$ cat src/sv/assert_macros.svh
// Assertion macros for the histogram sampler RTL.
`ifndef ASSERT_MACROS_SVH
`define ASSERT_MACROS_SVH

// Same-cycle implication, checked on the rising clock edge outside reset.
`define HCS_ASSERT_IMP(lbl, clk, rst_n, ante, cons) \
    lbl: assert property (@(posedge clk) disable iff (!(rst_n)) (ante) |-> (cons)) \
        else $error("histogram sampler assertion failed");

// Next-cycle implication, checked on the rising clock edge outside reset.
`define HCS_ASSERT_NXT(lbl, clk, rst_n, ante, cons) \
    lbl: assert property (@(posedge clk) disable iff (!(rst_n)) (ante) |=> (cons)) \
        else $error("histogram sampler assertion failed");

`endif

$ cat src/sv/hcs_pkg.sv
// Package with the types, widths and codes of the histogram sampler.
`timescale 1ns / 1ps
`default_nettype none
package hcs_pkg;
    localparam int MAX_BINS = 65536;
    localparam int ADDR_W   = (MAX_BINS > 2) ? $clog2(MAX_BINS) : 1;
    localparam int CNT_W    = ADDR_W + 1;
    localparam int PHI_W    = 9;
    localparam int THETA_W  = 8;
    localparam int PROD_W   = PHI_W + THETA_W;
    localparam int CMP_W    = (PROD_W > CNT_W) ? PROD_W : CNT_W;
    localparam int KIND_W   = 2;
    localparam int WGT_W    = 16;
    localparam int RND_W    = 32;
    localparam int BW_W     = 32;
    localparam int SUM_W    = 48;
    localparam int DCNT_W   = $clog2(ADDR_W + 1);
    localparam int PADDR_W  = 3;
    localparam int PDATA_W  = 32;

    localparam logic [KIND_W-1:0] REQ_FILL  = 2'd0;
    localparam logic [KIND_W-1:0] REQ_DRAW  = 2'd1;
    localparam logic [KIND_W-1:0] REQ_CHECK = 2'd2;

    localparam logic REG_PHI   = 1'b0;
    localparam logic REG_THETA = 1'b1;

    localparam logic [PHI_W-1:0]   PHI_RST   = 9'd360;
    localparam logic [THETA_W-1:0] THETA_RST = 8'd180;

    typedef struct packed {
        logic [PHI_W-1:0]   eff_phi;
        logic [THETA_W-1:0] eff_theta;
        logic [CNT_W-1:0]   active;
        logic               wr;
    } t_cfg;
endpackage
`default_nettype wire

$ cat src/sv/hcs_cfg.sv
// Configuration registers on the APB port and the derived bin counts.
`timescale 1ns / 1ps
`default_nettype none
module hcs_cfg (
    input  wire logic                        i_clk,
    input  wire logic                        i_rst_n,
    input  wire logic                        psel,
    input  wire logic                        penable,
    input  wire logic                        pwrite,
    input  wire logic [hcs_pkg::PADDR_W-1:0] paddr,
    input  wire logic [hcs_pkg::PDATA_W-1:0] pwdata,
    output      logic [hcs_pkg::PDATA_W-1:0] prdata,
    output      logic                        pready,
    output      hcs_pkg::t_cfg               o_cfg
);
    import hcs_pkg::*;

    logic [PHI_W-1:0]   r_phi;
    logic [THETA_W-1:0] r_theta;
    logic [CNT_W-1:0]   r_active;
    logic               wr_en;
    logic [PHI_W-1:0]   eff_phi;
    logic [THETA_W-1:0] eff_theta;
    logic [PROD_W-1:0]  prod;
    logic [CMP_W-1:0]   prod_ext;
    logic [CNT_W-1:0]   n_active;

    assign wr_en     = psel && penable && pwrite;
    assign pready    = 1'b1;
    assign eff_phi   = (r_phi == '0) ? PHI_W'(1) : r_phi;
    assign eff_theta = (r_theta == '0) ? THETA_W'(1) : r_theta;
    assign prod      = PROD_W'(eff_phi) * PROD_W'(eff_theta);
    assign prod_ext  = CMP_W'(prod);
    assign n_active  = (prod_ext > CMP_W'(MAX_BINS)) ? CNT_W'(MAX_BINS) : CNT_W'(prod_ext);

    always_ff @(posedge i_clk) begin
        if (!i_rst_n) begin
            r_phi    <= PHI_RST;
            r_theta  <= THETA_RST;
            r_active <= CNT_W'(MAX_BINS);
        end else begin
            r_active <= n_active;
            if (wr_en && paddr[2] == REG_PHI) begin
                r_phi <= pwdata[PHI_W-1:0];
            end
            if (wr_en && paddr[2] == REG_THETA) begin
                r_theta <= pwdata[THETA_W-1:0];
            end
        end
    end

    always_comb begin
        case (paddr[2])
            REG_PHI:   prdata = PDATA_W'(r_phi);
            REG_THETA: prdata = PDATA_W'(r_theta);
            default:   prdata = '0;
        endcase
    end

    assign o_cfg.eff_phi   = eff_phi;
    assign o_cfg.eff_theta = eff_theta;
    assign o_cfg.active    = r_active;
    assign o_cfg.wr        = wr_en;
endmodule
`default_nettype wire

$ cat config.mk
export PLATFORM = sky130hd
export DESIGN_NAME = hcs_cfg
export DESIGN_NICKNAME = d
export VERILOG_FILES = /design/src/sv/assert_macros.svh /design/src/sv/hcs_pkg.sv /design/src/sv/hcs_cfg.sv
export SDC_FILE = /design/constraint.sdc
export NUM_CORES = 1
export LEC_CHECK = 0
export ABC_AREA = 1
export BUFFER_PORTS_ARGS = -buffer_cell sky130_fd_sc_hd__buf_2
export CAP_MARGIN = 20
export CORE_MARGIN = 2
export CORE_UTILIZATION = 50
export CTS_CLUSTER_SIZE = 14
export DETAILED_ROUTE_END_ITERATION = 10
export PLACE_DENSITY_LB_ADDON = 0.12
export SLEW_MARGIN = 40
export SYNTH_ARGS = -nofsm -noshare
export SYNTH_HDL_FRONTEND = slang
export SYNTH_SLANG_ARGS = --single-unit
$ cat constraint.sdc
create_clock -name i_clk -period 4.44 [get_ports i_clk]
set_clock_uncertainty 0.05 [all_clocks]
set_input_delay 0.888 -clock i_clk [delete_from_list [all_inputs] [get_ports i_clk]]
set_output_delay 0.888 -clock i_clk [all_outputs]
set_load 0.05 [all_outputs]
# Word-level counts from Yosys, hierarchy flattened
# Cells that the tools add are included.
# totals
register_bits	34
latch_bits	0
mem_bits_rw	0
romBits	0
input_bits	40
out_inout_bits	68
word_cells	17
n_memories	0
# op_classes
add_sub_neg	0
mul	1
div	0
magnitude_cmp	1
n_eq_ne	0
shift	0
muxes	3
n_bitwise	2
reduce_logical	7
# ops
op	n
32-bit case mux with 2 select lines	1
17-bit > comparator (second input constant)	1
9-bit by 8-bit multiplier with 17-bit output	1
9-bit zero test	1
9-bit two-way mux	1
8-bit zero test	1
8-bit two-way mux	1
1-bit logical AND	4
1-bit inverter	2
2-bit OR reduction	1

# Longest topological paths before layout
# depth
ltp_word	5
ltp_mapped	29
ltp_nobuf	27

# Least setup slack after synthesis
# No wires, ideal clock.
# synth_path
kind	reg2reg
from	reg r_phi[8]
to	reg r_active[6]
setup_ns	0.067
t_arrival_ns	5.237
t_required_ns	4.323
slack_ns	-0.914
path_stages_with_launch	26
period_less_slack_ns	5.354
cell_sequence	dfxtp_1 > buf_2 > nor2_1 > nand4_1 > o21ai_1 > nand2_1 > fa_1 > fa_1 > inv_1 > fa_1 > inv_1 > fa_1 > inv_1 > ha_1 > nand2_1 > inv_1 > nand2_1 > nand2_1 > nand2_1 > nand4_1 > nand2_2 > nand2_1 > nor2_4 > nand2_4 > buf_6 > a21oi_2
# synth_lines
element	line	source
start, declared	hcs_cfg.sv:18	logic [PHI_W-1:0] r_phi;
start signal, assigned	hcs_cfg.sv:44	r_phi <= pwdata[PHI_W-1:0];
end signal, assigned	hcs_cfg.sv:40	r_active <= CNT_W'(MAX_BINS);
end signal, assigned	hcs_cfg.sv:42	r_active <= n_active;
end, declared	hcs_cfg.sv:20	logic [CNT_W-1:0] r_active;

# Worst setup path in the final report
# layout_path
from	reg r_phi[1]
to	reg r_active[11]
# layout_between
elab_chain_cells	5
# layout_rtl
element	line	source
9-bit zero test	hcs_cfg.sv:30	assign eff_phi = (r_phi == '0) ? PHI_W'(1) : r_phi;
9-bit two-way mux (*)	hcs_cfg.sv:30	
9-bit by 8-bit multiplier with 17-bit output (*)	hcs_cfg.sv:32	assign prod = PROD_W'(eff_phi) * PROD_W'(eff_theta);
17-bit > comparator	hcs_cfg.sv:34	assign n_active = (prod_ext > CMP_W'(MAX_BINS)) ? CNT_W'(MAX_BINS) : CNT_W'(prod_ext);
2-bit OR reduction (no source line)	-	
# Mark *: on every way between the ends. The rest lies on a longest branch, timed or not.
# A chain may end at the register's enable or synchronous reset.

==> impl_results.md <==
* Synth area leaders: fa_1 (20%), dfxtp_1 (16%), inv_1 (15%), nand2_1 (13%), ha_1 (11%)
* Post-Synth XOR/XNOR Area at 0.006149
* Fin crit share at 1.020
* Post-DP HPWL at 8.283 mm
* Fmax at around 220 MHz
* Actual slew at the worst max-slew pin at 0.5287 ns
* Multi-input gate area at 2928 µm²
* Final worst-path setup slack at -0.09075 ns
* Yosys reg bits at 34
* Ports at 108
* 1st-iter DRT viols at 145
* Top-count cell post-synth: inv_1
* Sink Count at 34
* Sequential share of the synthesized area at 0.1593
* Most frequent cells after synthesis: inv_1 (166), nand2_1 (143), fa_1 (42), ha_1 (37), dfxtp_1 (34)
* Via Count at between 3000 and 4000
* Inserted Clock Buffers at 5
* Gpl congestion at a little under 0.9
* Post-synth top area share at 0.1968
* Final setup viols at 16
* HP Start: r_theta[0]
* Main combinational cell family by area after synthesis: adder cells
* Critical Path Fanout Max at 8
* CTS tree: done
* Unrepaired setup endpoints after global routing: true
* H-tree level count at 2
* Yosys cell types at 28
* Complex-gate fraction of the synthesized area at 0.08023
* Async set-reset flop share out of synthesis at 0
* Slew Viols, Final at 0
* Vias in the first global route at about 3800
* Overall Global Routing Usage at 0.2363
* Max IR drop VDD at 0.2685 mV
* Die X at slightly below 100 µm
* Post-route core utilization at 0.6382
* Post-synth top flop: dfxtp_1
* Status: complete, but fails checks
* Via-per-instance ratio at ~4.7
* Worst setup EP type: register
* Port Buffers at 58
* Syn Inst Count at approximately 630
* Nets at approximately 840
* Final min period at 4.531 ns
* Drt wl/cell at 12.31 µm
* FILL cells at 777
* Largest net degree at the start of global routing at 20
* Post-synthesis mux area share at 0
* ANT nets after route at 0
* Adder-cell share of the synthesized area at 0.3051
* First-pass GRT wire length at 16.99 mm
* Leak pwr at 3.214 nW
* Critical Path Start Type: register
* CTS Buffer Depth at 2
* Critical Path AT at 4.71 ns
* Synth-to-layout area growth at 23.34%
* Synthesized area at 4273 µm²
* Clock Pin Slew Worst Setup and Hold Paths at 0.08 ns
* Number of max-cap violations at 0
* Total power at 2.129 mW
* Syn_area_per_cell at 6.804 µm²
* CORE AREA at between 8000 and 9000 µm²
* Initial antenna violation count at 0
* Pwr dens at just over 400 nW/µm²
* Failing checks: setup timing
* Req. time, crit path at 4.61 ns
* First-pass DRT Iterations at 4
* Synth Area in Simple Gates at 0.2176
* Sequential Area at 695.7 µm²
* Final Hold Vio Count at 0
* Headroom to the max-slew limit at 0.6462
* Final WL at 10.19 mm
* CTS root buf: clkbuf_8
* Rows at 33
* EDFF count, synth at 0
* Die area at 9301 µm²
* Reg2Reg Launch Point: r_phi[1]
* Critical setup path kind: register to register
* Area leader, netlist: fa_1
* Ys Warns at 0
* Grt ovf at 0
* DRC at 0
* Tightest Hold Check Type: register to register
* Worst Setup SP: r_phi[1]
* N_diodes at 0
* Initial Util at 0.5174
* Worst skew pair latency at 0.29 ns
* Die Ht at 96.44 µm
* Share of cells above drive strength 1 at 0.3098
cell families (layout without fill, tap and decap cells):
family          Yosys count  count (layout)
flops                    34              34
xor+xnor                  3               3
compound gates           61              61
buf+inv                 230             301
fa+ha+maj                79              79
simple gates            219             221
other cells               2              24
stage by stage:
stage               area (µm²)  cells  hold WS, ns  setup TNS (ns)  worst slack (ns)
finish                    5270    828       0.4761         -0.6818          -0.09075
global route              5270    828       0.5017          -4.906           -0.3375
CTS                       5185    827       0.4750         -0.9375          -0.07850
detailed placement        4960    814       0.4639          -3.565           -0.2435
global placement          4960    814       0.4529          -3.061           -0.2003
floorplan                 4451    650       0.4133          -1.689           -0.1543
critical path, stage by stage (launching register included):
cell	delay [ns]
dfxtp_2	0.34
nor2_4	0.13
nand4_1	0.15
o21ai_4	0.24
nand2_2	0.09
fa_2	0.42
fa_1	0.50
inv_1	0.05
fa_1	0.47
inv_1	0.04
fa_1	0.49
inv_2	0.05
ha_4	0.26
nand2_2	0.06
nand2_2	0.06
nand2_2	0.06
nand2_2	0.07
inv_2	0.06
nand2_1	0.04
nand2_1	0.07
nand2_2	0.07
nor2_2	0.11
nand2_2	0.07
nor2_4	0.21
nand2_4	0.15
a21oi_2	0.16
state kept, by name (all words and copies together) (netlist names):
register and flops:
r_active 17, r_phi 9, r_theta 8
worst paths after layout:
kind	slack, ns	cells past startpoint	to
worst max-delay path	-0.09	25	r_active[11]
worst min-delay path	0.48	2	r_theta[0]
worst max register to register	-0.09	25	r_active[11]
worst min register to register	0.48	2	r_theta[0]
cell type report:
| cell class | count | area share |
|---|---|---|
| inverter | 170 | 0.1211 |
| sequential | 34 | 0.1320 |
| clock buffer | 7 | 0.01638 |
| clock inverter | 1 | 0.0009497 |
| tap | 105 | 0.02493 |
| timing repair buffer | 123 | 0.1491 |
| multi-input combinational | 388 | 0.5556 |
cell usage in the layout, fill, tap and decap left out, drive strengths merged:
| cell type | netlist | final |
|---|---|---|
| xor2 | 2 | 2 |
| conb | 2 | 24 |
| xnor2 | 1 | 1 |
| inv | 169 | 169 |
| nand3 | 24 | 25 |
| buf | 35 | 123 |
| dfxtp | 34 | 34 |
| nand2 | 147 | 148 |
| nor3 | 2 | 2 |
| nand4 | 7 | 7 |
| a21oi | 36 | 36 |
| ha | 37 | 37 |
| o21ai | 25 | 25 |
| clkbuf | 25 | 7 |
| or2 | 2 | 2 |
| nor2 | 37 | 37 |
| clkinv | 1 | 2 |
| fa | 42 | 42 |
timing repair:
item,in CTS,in global routing
pin swaps,20,16
cloned,1,1
resized for setup,34,27
buffers inserted,4,0
hold buffers,0,0
hold endpoints to repair,0,0
setup endpoints to repair,17,17
power by group:
| group | leakage, nW | internal [mW] | switching (mW) |
|---|---|---|---|
| registers | 0.279 | 0.354 | 0.0183 |
| logic | 2.89 | 0.585 | 0.926 |
| clock network | 0.0482 | 0.125 | 0.121 |
routing by layer:
layer  wire (µm)  up-vias  GRT usage  part of all wire
li1            -     1968          -                 -
met1        4529     1835     0.2893              0.44
met2        4993       93     0.4421              0.49
met3         516       11    0.02483             0.051
met4         151        0    0.05751             0.015
met5           0        -          0                 0
Power figures use the tool's default switching activity.
