### config.mk
export PLATFORM = sky130hd
export DESIGN_NAME = hcs_ram
export DESIGN_NICKNAME = d
export VERILOG_FILES = /design/src/sv/assert_macros.svh /design/src/sv/hcs_ram.sv
export SDC_FILE = /design/constraint.sdc
export NUM_CORES = 1
export LEC_CHECK = 0
export BUFFER_PORTS_ARGS = -buffer_cell sky130_fd_sc_hd__buf_2
export CAP_MARGIN = 10
export CORE_ASPECT_RATIO = 1.4
export CORE_UTILIZATION = 45
export CTS_BUF_LIST = sky130_fd_sc_hd__clkbuf_16
export DETAILED_ROUTE_END_ITERATION = 6
export GPL_ROUTABILITY_DRIVEN = 0
export MAX_ROUTING_LAYER = met4
export PLACE_DENSITY = 0.72
export SYNTH_ARGS = -nofsm -noshare
export SYNTH_HDL_FRONTEND = slang
export SYNTH_SLANG_ARGS = --single-unit
export TNS_END_PERCENT = 30
### constraint.sdc
create_clock -name i_clk -period 1.4 [get_ports i_clk]
set_clock_uncertainty 0.05 [all_clocks]
set_input_delay 0 -clock i_clk [delete_from_list [all_inputs] [get_ports i_clk]]
set_output_delay 0 -clock i_clk [all_outputs]
set_load 0.03 [all_outputs]
### src/sv/assert_macros.svh
// Assertion macros for the histogram sampler RTL.
`ifndef ASSERT_MACROS_SVH
`define ASSERT_MACROS_SVH

// Same-cycle implication, checked on the rising clock edge outside reset.
`define HCS_ASSERT_IMP(lbl, clk, rst_n, ante, cons) \
    lbl: assert property (@(posedge clk) disable iff (!(rst_n)) (ante) |-> (cons)) \
        else $error("histogram sampler assertion failed");

// Next-cycle implication, checked on the rising clock edge outside reset.
`define HCS_ASSERT_NXT(lbl, clk, rst_n, ante, cons) \
    lbl: assert property (@(posedge clk) disable iff (!(rst_n)) (ante) |=> (cons)) \
        else $error("histogram sampler assertion failed");

`endif

### src/sv/hcs_ram.sv
// Generic single-port-write, single-port-read synchronous RAM.
`timescale 1ns / 1ps
`default_nettype none
module hcs_ram #(
    parameter int DEPTH = 16,
    parameter int WIDTH = 8,
    parameter int AW    = 4
) (
    input  wire logic             i_clk,
    input  wire logic             i_we,
    input  wire logic [AW-1:0]    i_waddr,
    input  wire logic [WIDTH-1:0] i_wdata,
    input  wire logic             i_re,
    input  wire logic [AW-1:0]    i_raddr,
    output      logic [WIDTH-1:0] o_rdata
);
    logic [WIDTH-1:0] r_mem [DEPTH];

    always_ff @(posedge i_clk) begin
        if (i_we) begin
            r_mem[i_waddr] <= i_wdata;
        end
    end

    always_ff @(posedge i_clk) begin
        if (i_re) begin
            o_rdata <= r_mem[i_raddr];
        end
    end
endmodule
`default_nettype wire

# After elaboration in Yosys (flattened, before gate mapping)
# Memories as Yosys holds them, arrays and structs flattened. A register that Yosys moved wholly into a read port is not among the register bits.
# Cells that the tools add are included.
[word_totals]
ff_bits = 0
ramBits = 128
in_bits = 19
output_inout_bits = 8
word_cells = 3
memories = 1
[classes]
n_mux = 2
[memory_table]
columns = ["name", "depth", "word_bits", "read_ports", "rd_clocked_by_memory_dff", "write_ports", "line", "source"]
rows = [
  ["r_mem", 16, 8, 1, 1, 1, "hcs_ram.sv:17", "logic [WIDTH-1:0] r_mem [DEPTH];"],
]
[ops]
columns = ["operator", "n"]
rows = [
  ["two-way mux 1 bit", 2],
]

# Logic depth before layout (Yosys ltp)
# Gate-level depths: netlist of the first run.
[logic_depth]
depth_word = 2
ltp_mapped = 5
depth_no_buf = 3

# Worst setup path after synthesis of the first run
# OpenSTA, ideal clock, no wires.
[synth_timing]
path_kind = "input -> register"
from = "in i_waddr[2]"
to = "mem r_mem[0][0], enable pin"
arrival_ns = 1.110
t_required_ns = 0.967
setup_slack_ns = -0.143
cell_stages = 2
cell_sequence = "or3b_2 -> nor3_1"
[synth_lines]
columns = ["item", "line", "source"]
rows = [
  ["start: declaration", "hcs_ram.sv:11", "input wire logic [AW-1:0] i_waddr,"],
  ["end: declaration", "hcs_ram.sv:17", ""],
]
# No word-level cell before the write port.

==> results of run 1 <==
layer usage:
layer	vias to the layer above	share of wire (%)
li1	1111	-
met1	1312	39
met2	103	54
met3	19	4.8
met4	0	2.1
met5	-	0
registers in the layout, summed over array words and instances (netlist names):
signal   count
o_rdata      8
r_mem      128
metrics by stage:
step	utilization, %	hold WS [ps]
floorplan	-	48.9
global placement	50.3	324
detailed placement	50.3	327
CTS	56.1	91.1
global route	56.1	105
finish	56.1	112
cells by family after synthesis:
| family | count (synthesis) | synth area share (%) |
|---|---|---|
| AOI/OAI and AO/OA | 16 | 2.30 |
| and+or+nand+nor | 35 | 3.14 |
| muxes | 32 | 14.8 |
| buffers and inverters | 10 | 1.65 |
| DFF | 136 | 78.1 |
layout by cell type, fill, tap and decap left out, drive strengths merged:
cell type and n:
a22oi 16, and2 1, and2b 1, buf 52, bufinv 3, clkbuf 17
clkinv 8, clkinvlp 4, dlygate4sd3 9, edfxtp 136, mux4 32, nand2 9
nand2b 2, nand3 1, nand3b 2, nor2 13, nor2b 1, nor3 4
or3b 1
repair_timing:
action	in CTS	in global routing
gates cloned	0	0
setup endpoints to repair	8	8
resized for setup	15	3
hold buffers	9	0
hold endpoints to repair	136	0
buffers inserted	0	0
pin swaps	7	0
cell type report:
class                           count  share of cell area [%]
Timing Repair Buffer               61                    7.32
Sequential cell                   136                    64.2
Tap cell                          144                    2.83
Multi-Input combinational cell     83                    16.5
Clock buffer                       17                    6.69
Clock inverter                     15                    2.52
worst register-to-register path, cell delays in order (launching register included):
cell      delay, ps
edfxtp_1        400
mux4_2          480
a22oi_1         210
nand2_1          90
power by group through the flow:
stage | sequential (mW) | combinational (mW) | clock, mW
2_1_floorplan | 4.73 | 0.232 | 0
3_3_place_gp | 4.69 | 0.462 | 0
3_5_place_dp | 4.70 | 0.473 | 0
4_1_cts | 4.62 | 0.512 | 4.37
5_1_grt | 4.62 | 0.545 | 4.54
6_report | 4.62 | 0.507 | 4.31
worst min path at each step:
| stage | end | cells after the start | start |
|---|---|---|---|
| 2_1_floorplan | r_mem[0][0] | 0 | i_wdata[0] |
| 3_3_place_gp | o_rdata[2] | 1 | i_re |
| 3_5_place_dp | o_rdata[2] | 1 | i_re |
| 4_1_cts | r_mem[0][4] | 3 | i_waddr[0] |
| 5_1_grt | r_mem[0][2] | 3 | i_waddr[0] |
| 6_report | r_mem[0][4] | 3 | i_waddr[0] |
==> impl_metrics.ini, run 1 <==
[yosys]
yosysWarnings = 0
ys_top_cells_by_count = edfxtp_1 (136), mux4_2 (18), a22oi_1 (16), mux4_1 (14), nor2_1 (13)
synth_ff_type = edfxtp_1
synthArstFlopShare_pct = 0
ys_ff_latch = 136
ys_seq_area_share_pct = 78.1
syn-instance-count = 229
synth.area.top_cells = edfxtp_1 (78%), mux4_2 (7.8%), mux4_1 (7.0%), a22oi_1 (2.3%), nor2_1 (0.93%)
synth_area_leader_cell = edfxtp_1
synthesis.nets = 248
syn-cell-area_um2 = 5230
synthDistinctLibCells = 18
synth_edf_count = 136
synth_top_area_share_pct = 78.1
avgSynthCellArea_um2 = 22.8
synthMostInstantiatedCell = edfxtp_1

[clock_tree]
clock_sinks = 136
clk_pin_slew_ps = 60
cts_buffers = 17
cts_tree = built
clock_path_buffers = 2
clk-insertion-delay-late_ps = 400
cts_root_buf = clkbuf_16
cts_max_level = 4

[critical_path]
required_ps = 1500
startpoint = r_mem[0][5]
start_kind = flip-flop
r2r_setup_slack_ps = -70
reg2reg_depth = 3
endpoint_kind = flip-flop
r2r_start = r_mem[0][5]
max_stage_delay_ps = 480
cp.depth = 3
critPathCapture = o_rdata[5]
crit_family = multiplexers
slowest_stage = mux4_2
cp.buffers_inverters = 0
crit_arrival_ps = 1570
worst_r2r_endpoint = o_rdata[5]
path_cells = mux4_2 > a22oi_1 > nand2_1
cp_max_fo = 1
crit_type = flip-flop to flip-flop

[pwr]
share_comb_of_total_power_pct = 5.4
cellPowerDensity_nw_per_um2 = 1480
power_frac_seq_pct = 48.9
swShare_pct = 19.7
clock_power_share_pct = 45.7
power.switching_mw = 1.86
irDropWorstVdd_v = 0.000903
power_mw = 9.43
leakagePower_nw = 2.13
intPower_mw = 7.57

[floorplan]
io_pins = 27
start_util_pct = 46.1
num_rows = 46
die_w_um = 93.1
coreArea_um2 = 11300
die_h_um = 130
die_area_um2 = 12100

[cells_and_area]
multi_input_area_um2 = 1050
final_cell_area_um2 = 6360
seqCellArea_um2 = 4080
drive_gt1_share_pct = 38.1
final_cells = 456
area_growth_pct = 21.7
antennaDiodeCount = 0
fin_nets = 318
fill_cells = 813

[place]
dp_cells = 415
postPlaceCellArea_um2 = 5700
dp_hpwl_um = 6740
pre_cts_slack_ps = -201
io_buffer_count = 26

[sta]
relSlewSlack_pct = 46.5
finalSetupTns_ps = -305
worstMarginPinSlew_ps = 800
fmax_mhz = 681
fin_ws_ps = -67.5
finalSetupViolCount = 8
finalCritPeriodShare_pct = 105
slew_violations = 0
fin_crit_ps = 1470
hold_violations = 0
rsz0062_at_grt = yes

[min_path]
min_path_type = input port to flip-flop

[detailed_routing]
antenna_left = 0
routedWlPerCell_um = 22.6
drc_errors = 0
drtPass1Iterations = 5
drt_iter0_drc = 196
finalWirelength_um = 10300
vias_per_cell = 5.58
vias = 2545

[global_route]
track_usage_pct = 19.4
grt_pass1_vias = 2675
met1_usage_pct = 22.8
grt_busiest_layer = met2
antenna_found_initial = 0
met3_usage_pct = 4.52
overflow = 0
use_met2_pct = 31.7
grt_max_degree = 17
grt_pass1_wl_um = 15600

[run_status]
status = finished with violations
violations = setup timing

[run]
cap_viol_max_count = 0
(Power assumes the default switching activity.)
==> run 2: changes to the inputs <==
CELL_PAD_IN_SITES_DETAIL_PLACEMENT = 0   (was not set)
CELL_PAD_IN_SITES_GLOBAL_PLACEMENT = 1   (was not set)
PLACE_DENSITY = 0.78   (was 0.72)
==> impl_metrics.ini, run 2 (synthesis gave the netlist of run 1 again) <==
[pwr]
power_mw = 9.57
swShare_pct = 19.1
share_comb_of_total_power_pct = 5.4
irDropWorstVdd_v = 0.000978
power.switching_mw = 1.83
leakagePower_nw = 2.15
power_frac_seq_pct = 48.2
cellPowerDensity_nw_per_um2 = 1500
intPower_mw = 7.73
clock_power_share_pct = 46.4

[cells_and_area]
area_growth_pct = 22.0
top_regs = r_mem: 128 flops, o_rdata: 8 flops
final_cells = 456
mostFrequentLayoutCells = edfxtp_1 (136), mux4_2 (32), buf_2 (26)
drive_gt1_share_pct = 39.7
largest_register = r_mem
largest_register_ffs = 128
antennaDiodeCount = 0
fin_nets = 318
mostFrequentLayoutCell = edfxtp_1

[run]
cap_viol_max_count = 0

[sta]
hold_violations = 0
worstMarginPinSlew_ps = 892
relSlewSlack_pct = 40.4
rsz0062_at_grt = yes
slew_violations = 0
fin_crit_ps = 1430
fin_ws_ps = -33.3
finalCritPeriodShare_pct = 102
finalSetupViolCount = 6
fmax_mhz = 698

[floorplan]
start_util_pct = 46.1
num_rows = 46
die_h_um = 130
die_area_um2 = 12100
coreArea_um2 = 11300
io_pins = 27
die_w_um = 93.1

[clock_tree]
clock_sinks = 136
clk_pin_slew_ps = 50
cts_root_buf = clkbuf_16
clk-insertion-delay-late_ps = 410
post_cts_buffers = 0
cts_tree = built
clock_path_buffers = 2
cts_max_level = 4
cts_buffers = 17

[critical_path]
max_stage_delay_ps = 480
slowest_stage = mux4_2
crit_type = flip-flop to flip-flop
r2r_start = r_mem[11][0]
worst_r2r_endpoint = o_rdata[0]
crit_arrival_ps = 1530
path_cells = mux4_2 > a22oi_2 > nand2_1
reg2reg_depth = 3
cp_max_fo = 1
start_kind = flip-flop
r2r_setup_slack_ps = -30
required_ps = 1500
endpoint_kind = flip-flop

[global_route]
grt_max_degree = 22
grt_pass1_wl_um = 15100
met1_usage_pct = 21.6
antenna_found_initial = 0
track_usage_pct = 18.7
grt_pass1_vias = 2719
grt_busiest_layer = met2
use_met2_pct = 30.5
met3_usage_pct = 5.05
overflow = 0

[min_path]
holdPathEnd = r_mem[7][5]
min_path_type = input port to flip-flop
hold_start = i_waddr[2]
hold_depth = 3

[detailed_routing]
routedWlPerCell_um = 21.6
vias = 2527
drc_errors = 0
antenna_left = 0
drt_iter0_drc = 182
finalWirelength_um = 9830
vias_per_cell = 5.54
drtPass1Iterations = 5

[run_status]
status = finished with violations
violations = setup timing

[place]
dp_hpwl_um = 6280
dp_cells = 415
io_buffer_count = 26
[run 2: cell types whose count changed in the layout (fill, tap and decap cells not counted), moves of 2 or more]
cell        change
mux4_1          -2
a22oi_2         +6
mux4_2          +2
a22oi_1         -6
clkinvlp_4      -4
inv_1           +3
[run 2: power groups by stage]
stage               logic [mW]  registers (mW)  clock network, mW
detailed placement       0.468            4.70                  0
CTS                      0.515            4.62               4.48
finish                   0.514            4.61               4.44
floorplan                0.232            4.73                  0
global route             0.553            4.62               4.69
global placement         0.456            4.69                  0
[run 2: worst max-delay path, delay by kind of cell (launching register included)]
kind | cells | cell delay, ps
mux | 1 | 480
flops | 1 | 360
compound gates | 1 | 180
simple gates | 1 | 100
[run 2: per-stage QoR]
step	hold slack [ps]	instance area [µm²]	utilization (%)	setup TNS [ps]	worst slack, ps
global placement	322	5690	50.2	-1170	-186
CTS	66.7	6360	56.1	-142	-31.2
global route	88.4	6380	56.3	-451	-92.0
floorplan	48.9	5230	-	0	38.6
finish	81.3	6380	56.3	-114	-33.3
detailed placement	318	5690	50.2	-1230	-192
[run 2: worst max path at each step]
stage                     depth (start not counted)          from         end  slack, ps
after CTS                                         3   r_mem[3][7]  o_rdata[7]        -30
after global placement                            5    i_raddr[0]  o_rdata[1]       -190
after floorplan                                   3   r_mem[1][0]  o_rdata[0]         40
after detailed placement                          5    i_raddr[0]  o_rdata[5]       -190
final                                             3  r_mem[11][0]  o_rdata[0]        -30
after global routing                              3   r_mem[3][7]  o_rdata[7]        -90
[run 2: cell type report]
type	instances	area, µm²
clock buffer	17	425
clock inverter	15	168
fill	827	4960
timing repair buffer	61	453
sequential	136	4080
multi-input combinational	83	1070
tap	144	180
[run 2: what timing repair did]
action / CTS / global route
hold buffers: 9 / 0
pin swaps: 12 / 4
endpoints found under the hold margin: 136 / 0
gates resized for setup: 22 / 4
setup endpoints to repair: 8 / 8
[run 2: per-layer routing]
metal	vias up	share of wire [%]
met2	96	54
met4	0	2.4
li1	1107	-
met5	-	0
met1	1305	38
met3	19	4.9
