### config.mk
export PLATFORM = sky130hd
export DESIGN_NAME = hcs_div
export DESIGN_NICKNAME = d
export VERILOG_FILES = /design/src/sv/assert_macros.svh /design/src/sv/hcs_pkg.sv /design/src/sv/hcs_div.sv
export SDC_FILE = /design/constraint.sdc
export NUM_CORES = 1
export LEC_CHECK = 0
export BUFFER_PORTS_ARGS = -buffer_cell sky130_fd_sc_hd__buf_2
export CORE_MARGIN = 2
export CORE_UTILIZATION = 55
export CTS_CLUSTER_SIZE = 14
export DETAILED_ROUTE_END_ITERATION = 10
export PLACE_DENSITY = 0.82
export SLEW_MARGIN = 10
export SYNTH_ARGS = -nofsm -noshare
export SYNTH_HDL_FRONTEND = slang
export SYNTH_SLANG_ARGS = --single-unit
### constraint.sdc
create_clock -name i_clk -period 4.6 [get_ports i_clk]
set_input_delay 0.46 -clock i_clk [delete_from_list [all_inputs] [get_ports i_clk]]
set_output_delay 0.46 -clock i_clk [all_outputs]
set_load 0.005 [all_outputs]
### src/sv/assert_macros.svh
// Assertion macros for the histogram sampler RTL.
`ifndef ASSERT_MACROS_SVH
`define ASSERT_MACROS_SVH

// Same-cycle implication, checked on the rising clock edge outside reset.
`define HCS_ASSERT_IMP(lbl, clk, rst_n, ante, cons) \
    lbl: assert property (@(posedge clk) disable iff (!(rst_n)) (ante) |-> (cons)) \
        else $error("histogram sampler assertion failed");

// Next-cycle implication, checked on the rising clock edge outside reset.
`define HCS_ASSERT_NXT(lbl, clk, rst_n, ante, cons) \
    lbl: assert property (@(posedge clk) disable iff (!(rst_n)) (ante) |=> (cons)) \
        else $error("histogram sampler assertion failed");

`endif

### src/sv/hcs_pkg.sv
// Package with the types, widths and codes of the histogram sampler.
`timescale 1ns / 1ps
`default_nettype none
package hcs_pkg;
    localparam int MAX_BINS = 65536;
    localparam int ADDR_W   = (MAX_BINS > 2) ? $clog2(MAX_BINS) : 1;
    localparam int CNT_W    = ADDR_W + 1;
    localparam int PHI_W    = 9;
    localparam int THETA_W  = 8;
    localparam int PROD_W   = PHI_W + THETA_W;
    localparam int CMP_W    = (PROD_W > CNT_W) ? PROD_W : CNT_W;
    localparam int KIND_W   = 2;
    localparam int WGT_W    = 16;
    localparam int RND_W    = 32;
    localparam int BW_W     = 32;
    localparam int SUM_W    = 48;
    localparam int DCNT_W   = $clog2(ADDR_W + 1);
    localparam int PADDR_W  = 3;
    localparam int PDATA_W  = 32;

    localparam logic [KIND_W-1:0] REQ_FILL  = 2'd0;
    localparam logic [KIND_W-1:0] REQ_DRAW  = 2'd1;
    localparam logic [KIND_W-1:0] REQ_CHECK = 2'd2;

    localparam logic REG_PHI   = 1'b0;
    localparam logic REG_THETA = 1'b1;

    localparam logic [PHI_W-1:0]   PHI_RST   = 9'd360;
    localparam logic [THETA_W-1:0] THETA_RST = 8'd180;

    typedef struct packed {
        logic [PHI_W-1:0]   eff_phi;
        logic [THETA_W-1:0] eff_theta;
        logic [CNT_W-1:0]   active;
        logic               wr;
    } t_cfg;
endpackage
`default_nettype wire

### src/sv/hcs_div.sv
// Restoring divider, one quotient bit per cycle, for splitting a bin address.
`timescale 1ns / 1ps
`default_nettype none
module hcs_div (
    input  wire logic                        i_clk,
    input  wire logic                        i_rst_n,
    input  wire logic                        i_start,
    input  wire logic [hcs_pkg::ADDR_W-1:0]  i_dividend,
    input  wire logic [hcs_pkg::PHI_W-1:0]   i_divisor,
    output      logic                        o_done,
    output      logic [hcs_pkg::ADDR_W-1:0]  o_quot,
    output      logic [hcs_pkg::PHI_W-1:0]   o_rem
);
    import hcs_pkg::*;

    logic               r_busy;
    logic               r_done;
    logic [DCNT_W-1:0]  r_cnt;
    logic [ADDR_W-1:0]  r_quot;
    logic [PHI_W-1:0]   r_rem;
    logic [PHI_W-1:0]   r_div;
    logic [PHI_W:0]     trial;
    logic               bit_q;

    assign trial = {r_rem, r_quot[ADDR_W-1]};
    assign bit_q = trial >= {1'b0, r_div};

    always_ff @(posedge i_clk) begin
        if (!i_rst_n) begin
            r_busy <= 1'b0;
            r_done <= 1'b0;
            r_cnt  <= '0;
        end else begin
            r_done <= 1'b0;
            if (i_start) begin
                r_busy <= 1'b1;
                r_cnt  <= DCNT_W'(ADDR_W);
            end else if (r_busy) begin
                r_cnt <= r_cnt - DCNT_W'(1);
                if (r_cnt == DCNT_W'(1)) begin
                    r_busy <= 1'b0;
                    r_done <= 1'b1;
                end
            end
        end
    end

    always_ff @(posedge i_clk) begin
        if (i_start) begin
            r_quot <= i_dividend;
            r_rem  <= '0;
            r_div  <= i_divisor;
        end else if (r_busy) begin
            r_quot <= ADDR_W'({r_quot, bit_q});
            r_rem  <= bit_q ? PHI_W'(trial - {1'b0, r_div}) : PHI_W'(trial);
        end
    end

    assign o_done = r_done;
    assign o_quot = r_quot;
    assign o_rem  = r_rem;
endmodule
`default_nettype wire
Yosys cells after proc, flatten, opt, wreduce, memory -nomap -nowiden
Cells that the tools add are included.
{"block": "op_classes", "add_sub_neg": 2, "mul": 0, "div_mod_pow": 0, "order_cmp": 1, "eq_ne": 1, "n_shift": 0, "n_mux": 9, "n_bitwise": 2, "reduce_logical": 3}
{"cell": "2-to-1 mux 16 bit", "n": 2}
{"cell": ">= comparator 10 x 9 -> 1 bit", "n": 1}
{"cell": "2-to-1 mux 5 bit", "n": 2}
{"cell": "2-to-1 mux 9 bit", "n": 1}
{"cell": "subtractor 9 bit", "n": 1}
{"cell": "== test 5 x 1 -> 1 bit, second input constant", "n": 1}
{"cell": "subtractor 5 x 1 -> 5 bit, second input constant", "n": 1}
{"cell": "2-to-1 mux 1 bit", "n": 4}
{"cell": "OR reduction 3 bit", "n": 1}
{"cell": "inverter 1 bit", "n": 2}
{"cell": "nonzero test 2 bit", "n": 1}
{"cell": "OR reduction 2 bit", "n": 1}
{"block": "word_totals", "ff_bits": 41, "latchBits": 0, "mem_bits_rw": 0, "rom_bits": 0, "inputBits": 28, "out_inout_bits": 26, "elab_cells": 25, "memories": 0}

Depth between registers and ports, before layout
Gate-level depths: netlist (run 1).
{"block": "depth", "ltp_word": 4, "mapped_depth": 9, "depth_no_buf": 9}

Worst setup path before layout (run 1)
OpenSTA, ideal clock, no wires.
{"block": "synth_path", "path_type": "register to register", "start": "register r_quot[15], in the netlist o_quot[15]", "end": "register r_quot[0], in the netlist o_quot[0] (data pin)", "setup_time_ps": 260, "t_arrival_ps": 2036, "required_ps": 4340, "path_slack_ps": 2304, "path_stages_with_launch": 9, "n_path_buf": 0, "synth_period_minus_slack_ps": 2296, "cell_sequence": "edfxtp_1 > inv_1 > ha_1 > inv_1 > fa_1 > a211oi_2 > o31a_1 > o211ai_4 > mux2_2"}
{"block": "synth_between", "elab_chain_cells": 3}
{"item": "start: declaration", "line_no": "hcs_div.sv:19", "text": "logic [ADDR_W-1:0] r_quot;"}
{"item": "start signal: assignment", "line_no": "hcs_div.sv:50", "text": "r_quot <= i_dividend;"}
{"item": "start signal: assignment", "line_no": "hcs_div.sv:54", "text": "r_quot <= ADDR_W'({r_quot, bit_q});"}
{"item": ">= comparator 10 x 9 -> 1 bit", "line_no": "hcs_div.sv:26", "text": "assign bit_q = trial >= {1'b0, r_div};"}
{"item": "2-to-1 mux 16 bit", "line_no": "hcs_div.sv:53", "text": "end else if (r_busy) begin"}
{"item": "2-to-1 mux 16 bit", "line_no": "hcs_div.sv:49", "text": "if (i_start) begin"}
Every way passes these cells. The select of a mux whose other input is x is not followed.
A chain may end at the register's enable or synchronous reset.

Worst setup path in the final report (run 1)
Ends and elaborated chain as after synthesis.

==> impl_metrics.json, run 1 <==
{
  "grt_overflow": 0,
  "clk_path_buf_depth": 2,
  "fin_skew_ns": 0.00841,
  "finalWeightedCongestion": 0.889,
  "grt_pass1_vias": 1502,
  "status": "complete, no violations",
  "cts.sink_count": 41,
  "syn_to_final_growth_pct": 19.2,
  "track_usage_pct": 20.9,
  "totalPowerFinal_mw": 0.939,
  "min_path_cells": 1,
  "crit_path_end_kind": "flop",
  "drtIter0Drc": 48,
  "yosysSeqAreaShare_pct": 50.2,
  "fin_crit_sh_pct": 54.7,
  "layout.nets": 277,
  "ys_async_sr_fraction_pct": 0,
  "diodes": 0,
  "crit_top_cell": "inv_1",
  "worstRegToRegCells": 8,
  "synth_fp_nets": 222,
  "grt_pass1_wl_um": 6870,
  "tritoncts": "yes",
  "dr.pass1.iters": 4,
  "worstPathRequired_ns": 4.65,
  "postCtsSetupBuffers": 0,
  "finalMaxSlewViolations": 0,
  "finalHoldViolations": 0,
  "critPathMaxFanout": 8,
  "cts_hold_buf": 0,
  "vdd_drop_max_mv": 0.233,
  "fmax_ghz": 0.398,
  "synth_cell_types": 43,
  "io_buffers": 53,
  "cp-start-kind": "flop",
  "period_minus_slack_ns": 2.51,
  "root_buffer": "clkbuf_8",
  "coreArea_sq_mm": 0.00369,
  "antenna_found_initial": 0,
  "rsz0062_at_grt": "no",
  "wirelength_um": 4160,
  "pin_count": 54,
  "clock_latency_ns": 0.30,
  "rows": 22,
  "syn-cell-area_sq_mm": 0.00213,
  "crit_type": "flop to flop",
  "critPathMaxStageDelay_ns": 0.43,
  "drive_gt1_share_pct": 36.1,
  "netlist_instances": 182,
  "worst_ep_arrival_time_ns": 2.57,
  "cp_cell_sequence": "inv_1 -> ha_1 -> inv_1 -> fa_1 -> a211oi_2 -> o31a_1 -> o211ai_4 -> mux2_2",
  "syn-mean-instance-area_sq_um": 11.7,
  "r2r_slack_ns": 2.09,
  "cts_resized": 0,
  "die_w_um": 66.3,
  "viasPerCell": 5.52,
  "cts_buffers": 5,
  "ys_ff_latch": 41,
  "num_vias": 1580,
  "tightestPinTransition_ns": 0.816,
  "max_cap_viol_count": 0,
  "dp_hpwl_um": 2940,
  "cp_slowest_cell": "edfxtp_1",
  "min_path_type": "input port to flop",
  "grt_max_degree": 39,
  "ys.flop_type": "edfxtp_1",
  "route.detailed.drc": 0,
  "timing.slew.headroom_pct": 45.6,
  "power.density_mw_per_mm2": 369,
  "dieArea_sq_mm": 0.00440,
  "cellLeakagePower_nw": 1.09,
  "setup_viol": 0,
  "htree_num_levels": 2,
  "fin_setup_tns_ns": 0,
  "dieHeight_um": 66.3,
  "routedWlPerCell_um": 14.5,
  "cts.clk_slew.worst_paths_ns": 0.08,
  "antenna_left": 0,
  "yosysWarnings": 0,
  "floorplan.initialDensity_pct": 57.9,
  "synth_edf_count": 25
}
## critical path, delay by kind of cell (launching register included)
family / cells / cell delay, ns
fa+ha+maj: 2 / 0.56
mux: 1 / 0.31
flops: 1 / 0.43
compound gates: 3 / 0.84
buf+inv: 2 / 0.13
## cells in the mapped netlist (2+ instances only)
master | number | area share [%]
edfxtp_1 | 25 | 35
mux2_2 | 17 | 9.0
dfxtp_1 | 16 | 15
inv_1 | 15 | 2.6
nor2_1 | 15 | 2.6
ha_1 | 11 | 6.4
a21oi_1 | 8 | 1.9
a211oi_1 | 6 | 2.1
mux2i_1 | 6 | 2.8
nand2_1 | 6 | 1.1
clkbuf_1 | 5 | 0.88
nor3_1 | 5 | 1.2
xor2_1 | 5 | 2.1
a311oi_1 | 3 | 1.2
nand2b_1 | 3 | 0.88
nand3_1 | 3 | 0.70
xnor2_1 | 3 | 1.2
a211oi_2 | 2 | 1.2
nor4_1 | 2 | 0.59
o211ai_1 | 2 | 0.70
o31ai_1 | 2 | 0.70
## final cells by class
class                      count  area [sq um]
inverter                      15          56.3
multi-input combinational    121           988
clock buffer                   7          97.6
clock inverter                 1          5.00
tap                           48          60.1
sequential                    41          1070
fill                         298          1140
timing repair buffer          53           265
## through the flow
step                worst slack (ns)  utilization [%]  instances  cell area, sq um  hold slack [ns]
finish                          2.09             69.0        286              2540            0.334
global route                    1.95             69.0        286              2540            0.324
CTS                             2.09             69.0        286              2540            0.338
detailed placement              2.15             66.2        278              2440            0.486
global placement                2.23             66.2        278              2440            0.484
floorplan                       2.30                -        182              2130            0.469
## cell usage in the layout (no fill, tap or decap), drive strengths merged, types with 2 or more instances in the layout
cell | synthesis | routed
mux2i | 6 | 6
o211ai | 3 | 3
xor2 | 5 | 5
dfxtp | 16 | 16
xnor2 | 3 | 3
ha | 11 | 11
nand3 | 3 | 3
mux2 | 17 | 17
a211oi | 8 | 8
a311oi | 3 | 3
nand2 | 7 | 7
buf | 0 | 53
nor2 | 15 | 15
nand2b | 3 | 3
nor4 | 2 | 2
edfxtp | 25 | 25
o31ai | 2 | 2
a21oi | 8 | 8
inv | 15 | 15
nand4b | 2 | 2
clkbuf | 5 | 7
nor3 | 5 | 5
## layer usage
layer  share of wire [%]  vias up  GRT usage (%)
met5                   0        -              0
met4                 1.4        0           7.65
met3                 5.8        6           5.62
met2                  47       43           33.1
met1                  45      748           27.6
li1                    -      783              -
## logic make-up (layout without fill, tap and decap cells)
kind of cell,after synthesis,after routing,synth area share [%]
flip-flops,41,41,50.2
XOR/XNOR,8,8,3.28
multiplexers,23,23,11.8
adder cells (fa/ha/maj),12,12,7.39
AND/OR/NAND/NOR,45,45,11.7
buffers and inverters,20,76,3.52
AO/OA/AOI/OAI,33,33,12.1
## final timing paths
kind / from / endpoint
setup / recovery: o_quot[15] / o_quot[0]
hold / removal: i_divisor[4] / r_div[4]
setup reg to reg: o_quot[15] / o_quot[0]
hold reg to reg: r_cnt[1] / r_cnt[1]
## flip-flops by register name, summed over array words and instances (netlist names)
name and count:
o_quot 16, r_busy 1, o_rem 9, r_div 9, o_done 1, r_cnt 5
## where the power goes
| part | leakage [nW] | switching (mW) | internal [mW] | total (mW) |
|---|---|---|---|---|
| Combinational | 0.660 | 0.117 | 0.105 | 0.223 |
| Sequential | 0.381 | 0.0259 | 0.428 | 0.454 |
| Clock | 0.0534 | 0.123 | 0.139 | 0.262 |
| Total | 1.09 | 0.266 | 0.673 | 0.939 |
Note: power is estimated with default switching activity, not from simulation.
==> run 2, diff against run 1 <==
--- a/config.mk
+++ b/config.mk
@@ -7,10 +7,10 @@
 export LEC_CHECK = 0
 export BUFFER_PORTS_ARGS = -buffer_cell sky130_fd_sc_hd__buf_2
 export CORE_MARGIN = 2
-export CORE_UTILIZATION = 55
+export CORE_UTILIZATION = 53
 export CTS_CLUSTER_SIZE = 14
 export DETAILED_ROUTE_END_ITERATION = 10
-export PLACE_DENSITY = 0.82
+export PLACE_DENSITY = 0.8
 export SLEW_MARGIN = 10
 export SYNTH_ARGS = -nofsm -noshare
 export SYNTH_HDL_FRONTEND = slang
==> constraint.sdc (replaced) <==
create_clock -name i_clk -period 2.6 [get_ports i_clk]
set_input_delay 0.26 -clock i_clk [delete_from_list [all_inputs] [get_ports i_clk]]
set_output_delay 0.26 -clock i_clk [all_outputs]
set_load 0.005 [all_outputs]
==> run 2 against run 1 <==
  * Register-to-register slack worse by 2.1 ns
  * Critical path type unchanged
  * Largest cell class unchanged
  * Critical path depth is 1 higher
  * Fmax is 2.1% lower
==> impl_metrics.json, run 2 (synthesis gave the netlist of run 1 again) <==
{
  "status": "complete, no violations",
  "antenna_left": 0,
  "wirelength_um": 4480,
  "fin_crit_sh_pct": 98.8,
  "rows": 23,
  "floorplan.initialDensity_pct": 54.1,
  "io_buffers": 53,
  "die_w_um": 67.5,
  "regArea_sq_mm": 0.00107,
  "fillers": 295,
  "finalMaxSlewViolations": 0,
  "dr.pass1.iters": 4,
  "layout_commonest_cell": "buf_2",
  "dieHeight_um": 67.5,
  "clk_path_buf_depth": 2,
  "power.density_mw_per_mm2": 668,
  "clock_latency_ns": 0.30,
  "whs_ns": 0.131,
  "max_cap_viol_count": 0,
  "fin_util_pct": 66.4,
  "cts.sink_count": 41,
  "fin_skew_ns": 0.00880,
  "routedWlPerCell_um": 15.2,
  "antenna_found_initial": 0,
  "htree_num_levels": 2,
  "grt_max_degree": 20,
  "final_cell_mix": "buf_2, edfxtp_1, mux2_2",
  "dieArea_sq_mm": 0.00455,
  "finalWeightedCongestion": 0.814,
  "critPathMaxFanout": 6,
  "worstPathRequired_ns": 2.80,
  "dp_hpwl_um": 3240,
  "crit_path_end_kind": "flop",
  "worst_ep_arrival_time_ns": 2.77,
  "min_path_type": "input port to flop",
  "grt_pass1_wl_um": 7030,
  "track_usage_pct": 21.2,
  "tritoncts": "yes",
  "period_minus_slack_ns": 2.57,
  "drtIter0Drc": 79,
  "route.detailed.drc": 0,
  "syn_to_final_growth_pct": 22.7,
  "vdd_drop_max_mv": 0.440,
  "drive_gt1_share_pct": 38.4,
  "timing.slew.headroom_pct": 73.6,
  "grt_overflow": 0,
  "finalHoldViolations": 0,
  "diodes": 0,
  "grt_pass1_vias": 1514,
  "fmax_ghz": 0.389,
  "multi_input_area_sq_um": 996,
  "pin_count": 54,
  "cellLeakagePower_nw": 1.13,
  "layout.nets": 284,
  "coreArea_sq_mm": 0.00394,
  "cts_buffers": 5,
  "root_buffer": "clkbuf_8",
  "cts_hold_buf": 0,
  "largest_register_ffs": 16,
  "setup_viol": 0,
  "cts.clk_slew.worst_paths_ns": 0.08,
  "num_vias": 1637,
  "crit_type": "flop to flop",
  "cp-start-kind": "flop",
  "tightestPinTransition_ns": 0.396,
  "viasPerCell": 5.55
}
-- run 2: cell types whose count changed in the layout (fill, tap and decap cells not counted), sizes merged --
cell / previous run / this run
buf: 53 / 60
bufinv: 0 / 1
clkbuf: 7 / 5
clkinvlp: 0 / 1
-- run 2: repair_timing --
action | in CTS | in global routing
resized for setup | 0 | 1
hold endpoints to repair | 0 | 0
setup buffers | 0 | 4
endpoints found under the setup margin | 0 | 7
-- run 2: critical path, cell delays in order (launching register included) --
cell and delay, ns:
edfxtp_1 0.43, inv_1 0.08, ha_1 0.16, inv_1 0.05
fa_1 0.45, a211oi_4 0.34, o31a_1 0.31, o211a_2 0.28
a21oi_1 0.10, a211oi_1 0.28
-- run 2: area by class of cell --
cell class,instances,share of cell area (%)
clock buffers,5,2.63
clock inverters,3,1.77
inverters,15,2.15
multi-input cells,121,38.0
flip-flops and latches,41,40.9
well taps,50,2.39
repair buffers,60,12.1
-- run 2: report_power, final --
part	internal, mW	switching [mW]	leakage, nW
combinational	0.203	0.224	0.695
clock	0.287	0.234	0.0543
sequential	0.758	0.0416	0.381
total	1.25	0.500	1.13
-- run 2: through the flow --
stage / setup TNS [ns] / worst slack [ns] / instances / power (mW) / cell area, sq um
finish: 0 / 0.0311 / 295 / 1.75 / 2620
global route: -0.167 / -0.0433 / 295 / 1.83 / 2620
CTS: 0 / 0.0736 / 291 / 1.73 / 2580
detailed placement: 0 / 0.119 / 283 / 1.21 / 2470
global placement: 0 / 0.231 / 283 / 1.20 / 2470
floorplan: 0 / 0.304 / 182 / 1.09 / 2130
-- run 2: worst paths after layout --
check / start / to / slack, ns / cells past startpoint
worst max register to register: o_quot[15] / o_rem[5] / 0.03 / 9
worst min register to register: o_rem[7] / o_rem[8] / 0.51 / 2
worst min-delay path: i_divisor[8] / r_div[8] / 0.13 / 1
worst max-delay path: o_quot[15] / o_rem[5] / 0.03 / 9
-- run 2: layer usage --
| layer | GRT usage [%] | wire [um] | part of all wire [%] |
|---|---|---|---|
| met1 | 27.4 | 1930 | 43 |
| met2 | 33.9 | 2180 | 49 |
| met3 | 4.50 | 265 | 5.9 |
| met4 | 9.69 | 102 | 2.3 |
| met5 | 0 | 0 | 0 |
